==> src/design/gcc_pkg.sv <==
// types, constants and helpers of the grid coverage counter
// used by gcc_div, grid_coverage_counter and gcc_checker; no dependencies
package gcc_pkg;

  localparam int MAX_SIDE  = 256;
  localparam int REG_W     = 9;
  localparam int LIMIT_W   = 16;
  localparam int COORD_W   = 16;
  localparam int DENS_W    = 16;
  localparam int OUT_W     = 17;
  localparam int FRAC_W    = 16;
  localparam int RATIO_W   = FRAC_W + 1;
  localparam int CFG_IDX_W = 2;
  localparam int CFG_DATA_W = 16;

  localparam int SIDE_W  = $clog2(MAX_SIDE + 1);
  localparam int POS_W   = $clog2(MAX_SIDE);
  localparam int DEPTH   = MAX_SIDE * MAX_SIDE;
  localparam int ADDR_W  = $clog2(DEPTH);
  localparam int CNT_W   = $clog2(DEPTH + 1);
  localparam int STEP_W  = $clog2(RATIO_W + 1);

  // generation tags kept next to each map entry
  localparam int EPOCH_W = 6;
  localparam logic [EPOCH_W-1:0] EPOCH_ONE = EPOCH_W'(1);
  localparam logic [EPOCH_W-1:0] EPOCH_MAX = EPOCH_W'((2 ** EPOCH_W) - 1);

  localparam logic [REG_W-1:0]   WIDTH_RST  = REG_W'(256);
  localparam logic [REG_W-1:0]   HEIGHT_RST = REG_W'(256);
  localparam logic [LIMIT_W-1:0] LIMIT_RST  = LIMIT_W'(32768);

  localparam logic [CFG_IDX_W-1:0] CFG_GRID_WIDTH    = CFG_IDX_W'(0);
  localparam logic [CFG_IDX_W-1:0] CFG_GRID_HEIGHT   = CFG_IDX_W'(1);
  localparam logic [CFG_IDX_W-1:0] CFG_DENSITY_LIMIT = CFG_IDX_W'(2);

  localparam logic [RATIO_W-1:0] RATIO_ONE = RATIO_W'(2 ** FRAC_W);

  typedef enum logic [1:0] {
    OP_SET_DENSITY = 2'd0,
    OP_VISIT       = 2'd1,
    OP_CLEAR_VISITS = 2'd2,
    OP_RESET_ALL   = 2'd3
  } op_e;

  typedef struct packed {
    logic [1:0]                 op;
    logic signed [COORD_W-1:0]  cell_x;
    logic signed [COORD_W-1:0]  cell_y;
    logic [DENS_W-1:0]          density;
  } gcc_in_t;

  typedef struct packed {
    logic [OUT_W-1:0]   cell_count;
    logic [OUT_W-1:0]   visited_count;
    logic [OUT_W-1:0]   sparse_count;
    logic [OUT_W-1:0]   visited_sparse_count;
    logic [RATIO_W-1:0] coverage_ratio;
    logic [RATIO_W-1:0] sparse_ratio;
    logic               in_range;
  } gcc_out_t;

  typedef struct packed {
    logic               mark;
    logic [EPOCH_W-1:0] tag;
  } sparse_ent_t;

  // register value above MAX_SIDE is used as MAX_SIDE
  function automatic logic [SIDE_W-1:0] side_of(input logic [REG_W-1:0] r);
    logic [SIDE_W-1:0] s;
    if (int'(r) > MAX_SIDE) begin
      s = SIDE_W'(MAX_SIDE);
    end else begin
      s = SIDE_W'(r);
    end
    return s;
  endfunction

endpackage

==> src/design/gcc_div.sv <==
// shift-subtract divider: floor(num * 2^16 / den), one quotient bit a cycle
// uses gcc_pkg; needs num <= den, gives 0 when den is 0
module gcc_div (
  input  logic                        clk_i,
  input  logic                        rst_ni,
  input  logic                        start_i,
  input  logic [gcc_pkg::CNT_W-1:0]   num_i,
  input  logic [gcc_pkg::CNT_W-1:0]   den_i,
  output logic                        done_o,
  output logic [gcc_pkg::RATIO_W-1:0] quo_o
);
  import gcc_pkg::*;

  logic                busy_q;
  logic [STEP_W-1:0]   step_q;
  logic [CNT_W:0]      rem_q;
  logic [CNT_W-1:0]    den_q;
  logic [RATIO_W-1:0]  quo_q;
  logic                zero_q;
  logic [CNT_W:0]      trial;
  logic                fits;

  // the top quotient bit compares num itself, later bits shift first
  assign trial = (step_q == STEP_W'(RATIO_W)) ? rem_q : {rem_q[CNT_W-1:0], 1'b0};
  assign fits  = trial >= {1'b0, den_q};

  always_ff @(posedge clk_i or negedge rst_ni) begin
    if (!rst_ni) begin
      busy_q <= 1'b0;
      step_q <= '0;
    end else if (start_i) begin
      busy_q <= 1'b1;
      step_q <= STEP_W'(RATIO_W);
    end else if (busy_q) begin
      step_q <= step_q - STEP_W'(1);
      if (step_q == STEP_W'(1)) begin
        busy_q <= 1'b0;
      end
    end
  end

  always_ff @(posedge clk_i) begin
    if (start_i) begin
      rem_q  <= {1'b0, num_i};
      den_q  <= den_i;
      quo_q  <= '0;
      zero_q <= den_i == '0;
    end else if (busy_q) begin
      rem_q <= fits ? (trial - {1'b0, den_q}) : trial;
      quo_q <= {quo_q[RATIO_W-2:0], fits};
    end
  end

  assign done_o = !busy_q;
  assign quo_o  = zero_q ? '0 : quo_q;

endmodule

==> config.mk <==
export PLATFORM = sky130hd
export DESIGN_NAME = gcc_div
export DESIGN_NICKNAME = d
export VERILOG_FILES = /design/src/design/gcc_pkg.sv /design/src/design/gcc_div.sv
export SDC_FILE = /design/constraint.sdc
export NUM_CORES = 1
export LEC_CHECK = 0
export ABC_AREA = 0
export BUFFER_PORTS_ARGS = -buffer_cell sky130_fd_sc_hd__buf_4
export CAP_MARGIN = 20
export CORE_MARGIN = 2
export CORE_UTILIZATION = 45
export CTS_BUF_LIST = sky130_fd_sc_hd__clkbuf_16
export DETAILED_ROUTE_END_ITERATION = 8
export GPL_ROUTABILITY_DRIVEN = 0
export PLACE_DENSITY = 0.68
export RECOVER_POWER = 50
export SLEW_MARGIN = 15
export SYNTH_ARGS = -nofsm -noshare
export SYNTH_HDL_FRONTEND = slang
export SYNTH_SLANG_ARGS = --single-unit
export TNS_END_PERCENT = 1
==> constraint.sdc <==
create_clock -name clk_i -period 4.15 [get_ports clk_i]
set_input_delay 0.415 -clock clk_i [delete_from_list [all_inputs] [get_ports clk_i]]
set_output_delay 0.415 -clock clk_i [all_outputs]
set_load 0.1 [all_outputs]
==> results.cfg, run 1 <==
[run_status]
status = completed

[cells_and_area]
finalNetCount = 499
final_core_utilization = 0.5544
register_area_mm2 = 0.001562
count_of_inserted_antenna_diode_cells = 0
finalNonFillerCells = 552
drive_above_1_share = 0.2148
multi_input_comb_area_mm2 = 0.002087
final_area_mm2 = 0.004578
area_growth_syn_to_layout_pct = 19.03
nFillCells = 759

[drt]
met3_wirelength_um = 550
drtAntennaViolNets = 0
wl_per_cell_um = 15.48
via_per_inst = 5.467
detail_route.wirelength.met1_um = 4203
remaining_drc_errors = 0
route.final.wire_length_um = 8547
maxUsedRoutingLayer = met4
detail_route.iter0.violations = 185
drtPass1Iterations = 4
vias = 3018
met2_wirelength_um = 3691

[setup_path]
slowest_delay_ns = 0.42
timing.critical_path.arrival_ns = 4.08
worst_ep_required_time_ns = 4.35
cp_cell_sequence = inv_1, ha_1, nor4bb_4, buf_4, mux2_2, ha_1, nand3_1, nor4_1, o211ai_1, o211ai_4, buf_4, nor4bb_1, o22a_1
worstSetupStartpointType = flop
r2r_cells = 13
crit_type = reg -> reg
path_depth = 13
slowest_stage = ha_1
crit_buf_inv = 3
critical_path.max_fanout = 18
path_delay_family = simple AND/OR/NAND/NOR gates
category_of_the_worst_setup_path_capture_point = flop

[sta]
max_slew_margin = 0.01599
fin_crit_ns = 3.882
setup_repair_after_global_routing_missed_its_margin = false
tightestPinTransition_ns = 1.476
report.final.setup_viol = 0
setup_ws_ns = 0.2681
maxClockFrequency_mhz = 257.6
fin_crit_sh = 0.9354
setup_tns_ns = 0
timing_max_transition_violations_final = 0
finalHoldViolations = 0
finClkSkew_ns = 0.005968

[grt]
gr-total-overflow = 0
antenna_violations_before_repair = 0
grt_util_all_layers = 0.1958
number_of_global_route_vias_before_repair = 2807
global_route_wire_length_before_repair_um = 13720
largest_net_degree_at_the_start_of_global_routing = 63

[logic_synthesis]
number_of_distinct_library_cells_after_synthesis = 67
synthTopCellsByCount = nand2_1, nor2_1, edfxtp_1
synth_largest_type_area_fraction = 0.2733
synth_area_leaders = edfxtp_1, dfxtp_1, mux2i_1
synth_most_common_cell = nand2_1
post_synth_instance_area_mm2 = 0.003846
mappedNetlistNets = 447
yosys_most_used_dff = edfxtp_1
async_flop_share = 0.1017
cell_count_after_synthesis = 390
count_of_flip_flops_with_a_built_in_enable_after_synthesis = 35
synth-seq-area-share = 0.4060
synth-seq-cells = 59
synthesis.area_per_instance_um2 = 9.862
post_synth_top_area_cell = edfxtp_1
synth_warnings = 0

[cts]
htree_num_levels = 3
cts.sink_count = 59
clock_tree_from_tritoncts = done
post_cts.repair.setup_buffers = 0
cts-buffers-inserted = 9
cts_root_buffer = clkbuf_16
insertion_delay_ns = 0.33
clk_path_buf_depth = 2
cts.reportedPaths.clkPinSlew_ns = 0.05

[pwr]
vdd_drop_max_mv = 0.3182
cellLeakagePower_nw = 2.054
power_density_mw_per_mm2 = 959.1

[place]
dpl.cell_count = 534
port_buffers = 54
post-dp-hpwl_um = 6137
detailedPlace.worstSlack_ns = 0.2385
placed_cell_area_mm2 = 0.004283

[run]
maxCapViolCount = 0

[floorplanning]
ioPinCount = 55
fp.dieArea_mm2 = 0.009303
floorplan.initialDensity = 0.4658
floorplan.die.width_um = 96.45
core_area_mm2 = 0.008258
placementRows = 33
die_h_um = 96.45

[min_path]
hold_path.class = in -> reg
min_path_cells = 1
## layer usage
metal  vias to the layer above  global-route usage
li1                       1519                   -
met1                      1397              0.2870
met2                        94              0.2818
met3                         8             0.05043
met4                         0             0.06455
met5                         -                   0
## cell type report
cell class                      instances  share of cell area
Timing Repair Buffer                   58             0.09156
Tap cell                              105             0.02870
Inverter                               25             0.02050
Multi-Input combinational cell        289              0.4559
Clock inverter                          6            0.007652
Clock buffer                           10             0.05466
Sequential cell                        59              0.3411
## final timing paths
check,start,endpoint,slack [ns]
hold / removal,den_i[6],den_q[6],0.30
setup / recovery,step_q[1],rem_q[16],0.27
min in group asynchronous,rst_ni,busy_q,0.49
hold reg to reg,quo_q[16],quo_q[16],0.49
setup reg to reg,step_q[1],rem_q[16],0.27
max in group asynchronous,rst_ni,step_q[4],3.41
## per-stage QoR
stage | hold slack [ns] | total power [W]
after floorplan | 0.1194 | 0.003086
after global placement | 0.2245 | 0.003535
after detailed placement | 0.2263 | 0.003566
after CTS | 0.2626 | 0.004297
after global routing | 0.2883 | 0.004698
final | 0.2952 | 0.004391
## cell usage in the layout (no fill, tap or decap), types with 7 or more instances in the layout
cell / n
nor2_1: 37
nor2b_1: 20
clkbuf_4: 14
edfxtp_1: 35
mux2i_1: 24
inv_1: 25
xnor2_1: 8
nand2_1: 39
nand4_1: 8
clkbuf_16: 10
mux2_2: 15
buf_4: 38
nor4_1: 7
ha_1: 19
dfxtp_1: 18
a21oi_1: 12
o21ai_1: 10
## where the power goes
part | switching, W | internal (W) | leakage (nW)
logic | 0.00160 | 0.00118 | 1.33
registers | 0.0000949 | 0.000820 | 0.574
clock network | 0.000262 | 0.000437 | 0.147
## cells by family (layout without fill, tap and decap cells)
logic type               after synthesis  count (layout)  share of synthesized area
AND/OR/NAND/NOR                      141             141                     0.1880
buffers and inverters                 43              99                    0.05855
multiplexers                          41              41                     0.1129
XOR/XNOR                              14              14                    0.03188
adder cells (fa/ha/maj)               20              20                    0.06701
flip-flops                            59              59                     0.4060
AO/OA/AOI/OAI                         72              73                     0.1357
## worst register-to-register path: stages (launching register included)
cell	delay, ns
dfrtp_1	0.39
inv_1	0.10
ha_1	0.17
nor4bb_4	0.20
buf_4	0.30
mux2_2	0.38
ha_1	0.42
nand3_1	0.30
nor4_1	0.35
o211ai_1	0.26
o211ai_4	0.28
buf_4	0.22
nor4bb_1	0.20
o22a_1	0.18
## registers in the layout (all words and copies together), names as in the netlist
register	flops
den_q	17
rem_q	18
zero_q	1
busy_q	1
step_q	5
quo_q	17
## what timing repair did
item / CTS / global route
gates resized for setup: 0 / 1
hold buffers: 1 / 0
endpoints found under the setup margin: 0 / 2
endpoints found under the hold margin: 6 / 0
Power figures use the tool's default switching activity.
==> run 2: changes to the inputs <==
==> constraint.sdc (replaced) <==
create_clock -name clk_i -period 4.4 [get_ports clk_i]
set_input_delay 0.44 -clock clk_i [delete_from_list [all_inputs] [get_ports clk_i]]
set_output_delay 0.44 -clock clk_i [all_outputs]
set_load 0.1 [all_outputs]
==> run 2 against run 1 <==
Sequential cell count did not move. Combinational power shrank 9.4%. Sequential share of layout area shrank 0.17 points. Global-route usage fell by 0.69 points. Non-clock buffer count down 1. First-iteration DRC count increased by 2.2%. Cell count shrank 0.36%. Clock skew about the same. Final area grew 0.49%. Hold slack better by 0.032 ns. Fmax decreased by 2.7%. Worst setup slack better by 0.14 ns. Critical endpoint is now rem_q[0]. Largest cell class unchanged. Highest routed layer unchanged.
==> results.cfg, run 2 (synthesis results as in run 1) <==
[setup_path]
worst_ep_required_time_ns = 4.47
timing.rr.end = rem_q[0]
path_delay_family = simple AND/OR/NAND/NOR gates
worst_setup_path_endpoint = rem_q[0]
category_of_the_worst_setup_path_capture_point = flop
slowest_delay_ns = 0.42
slowest_stage = ha_1
crit_type = reg -> reg
worstSetupStartpointType = flop
path_depth = 12
timing.critical_path.arrival_ns = 4.06
r2r_slack_ns = 0.41
crit_buf_inv = 2
crit-reg2reg-launch = step_q[1]
cp_cell_sequence = inv_1, ha_1, nor4bb_4, buf_4, mux2_2, ha_1, nand3_1, nor4_1, o211ai_1, o211ai_4, mux2i_1, mux2_2
critical_path.max_fanout = 28
cp-startpoint = step_q[1]
r2r_cells = 12

[cells_and_area]
finalNetCount = 497
final_area_mm2 = 0.004601
count_of_inserted_antenna_diode_cells = 0
reg.largest.list = rem_q (18), den_q (17), quo_q (17)
final_core_utilization = 0.5571
drive_above_1_share = 0.2045
area_growth_syn_to_layout_pct = 19.62
final_common_cell = nand2_1
multi_input_comb_area_mm2 = 0.002068
largest_register_ffs = 18
most-common-layout-cells = nand2_1, nor2_1, buf_4
regMostFlops = rem_q
nFillCells = 748
register_area_mm2 = 0.001562

[place]
port_buffers = 54
post-dp-hpwl_um = 5941
placed_cell_area_mm2 = 0.004275

[pwr]
p_comb_frac = 0.610
power_switching_share = 0.4256
power_density_mw_per_mm2 = 897.1
power_switching_w = 0.001757
cellLeakagePower_nw = 2.066
vdd_drop_max_mv = 0.3382
power.share.clock = 0.181
cellInternalPower_w = 0.002371
pwr-share-seq = 0.208

[drt]
drtAntennaViolNets = 0
detail_route.iter0.violations = 189
wl_per_cell_um = 14.79
remaining_drc_errors = 0
route.final.wire_length_um = 8135
vias = 2987
via_per_inst = 5.431
drtPass1Iterations = 5

[floorplanning]
ioPinCount = 55
placementRows = 33
floorplan.initialDensity = 0.4658
floorplan.die.width_um = 96.45
die_h_um = 96.45
core_area_mm2 = 0.008258
fp.dieArea_mm2 = 0.009303

[cts]
clk_path_buf_depth = 2
insertion_delay_ns = 0.32
post_cts_resize_count = 0
cts.reportedPaths.clkPinSlew_ns = 0.05
cts.sink_count = 59
cts-buffers-inserted = 9
htree_num_levels = 3
cts_root_buffer = clkbuf_16
clock_tree_from_tritoncts = done

[sta]
fin_crit_ns = 3.990
finClkSkew_ns = 0.005484
setup_repair_after_global_routing_missed_its_margin = false
fin_crit_sh = 0.9069
finalHoldViolations = 0
timing_max_transition_violations_final = 0
tightestPinTransition_ns = 1.433
whs_ns = 0.3275
setup_tns_ns = 0
max_slew_margin = 0.04438
maxClockFrequency_mhz = 250.6
report.final.setup_viol = 0

[min_path]
hold_path.class = in -> reg
hold_path_startpoint = den_i[6]
min_path_cells = 1

[run_status]
status = completed

[grt]
largest_net_degree_at_the_start_of_global_routing = 63
number_of_global_route_vias_before_repair = 2761
global_route_wire_length_before_repair_um = 13390
antenna_violations_before_repair = 0
grt_util_all_layers = 0.1889
gr-total-overflow = 0

[run]
maxCapViolCount = 0
-- run 2: worst min path at each step --
stage	end	slack [ns]
2_1_floorplan	busy_q	0.14
3_3_place_gp	step_q[3]	0.25
3_5_place_dp	step_q[2]	0.25
4_1_cts	den_q[6]	0.29
5_1_grt	den_q[11]	0.32
6_report	den_q[6]	0.33
-- run 2: cell type report --
cell class                 instances  share of cell area
inverter                          25             0.02040
multi-input combinational        288              0.4496
clock inverter                     3            0.002720
sequential                        59              0.3394
tap                              105             0.02856
timing repair buffer              57             0.08866
clock buffer                      13             0.07071
-- run 2: worst register-to-register path, stage by stage (launching register included) --
cell      delay, ns
dfrtp_1        0.38
inv_1          0.08
ha_1           0.15
nor4bb_4       0.18
buf_4          0.30
mux2_2         0.41
ha_1           0.43
nand3_1        0.27
nor4_1         0.41
o211ai_1       0.26
o211ai_4       0.41
mux2i_1        0.16
mux2_2         0.29
-- run 2: metrics by stage --
stage / power, W / std cells / worst slack (ns)
after floorplan: 0.002911 / 390 / 0.9815
after global placement: 0.003310 / 533 / 0.5278
after detailed placement: 0.003341 / 533 / 0.5033
after CTS: 0.004113 / 550 / 0.4844
after global routing: 0.004445 / 550 / 0.1508
final: 0.004127 / 550 / 0.4096
-- run 2: metal layers --
layer	global-route usage	vias to the layer above	routed length (um)
li1	-	1510	-
met4	0.07864	0	121
met2	0.2546	93	3416
met5	0	-	0
met3	0.02948	11	464
met1	0.2966	1373	4132
-- run 2: power by group through the flow --
| stage | combinational (W) | clock (W) | sequential, W |
|---|---|---|---|
| 2_1_floorplan | 0.00208 | 0 | 0.000835 |
| 3_3_place_gp | 0.00244 | 0 | 0.000866 |
| 3_5_place_dp | 0.00247 | 0 | 0.000869 |
| 4_1_cts | 0.00249 | 0.000764 | 0.000860 |
| 5_1_grt | 0.00278 | 0.000784 | 0.000882 |
| 6_report | 0.00252 | 0.000749 | 0.000860 |
-- run 2: timing repair --
item	CTS	global route
buffers inserted	0	0
hold buffers	1	0
setup endpoints to repair	0	0
endpoints found under the hold margin	6	0
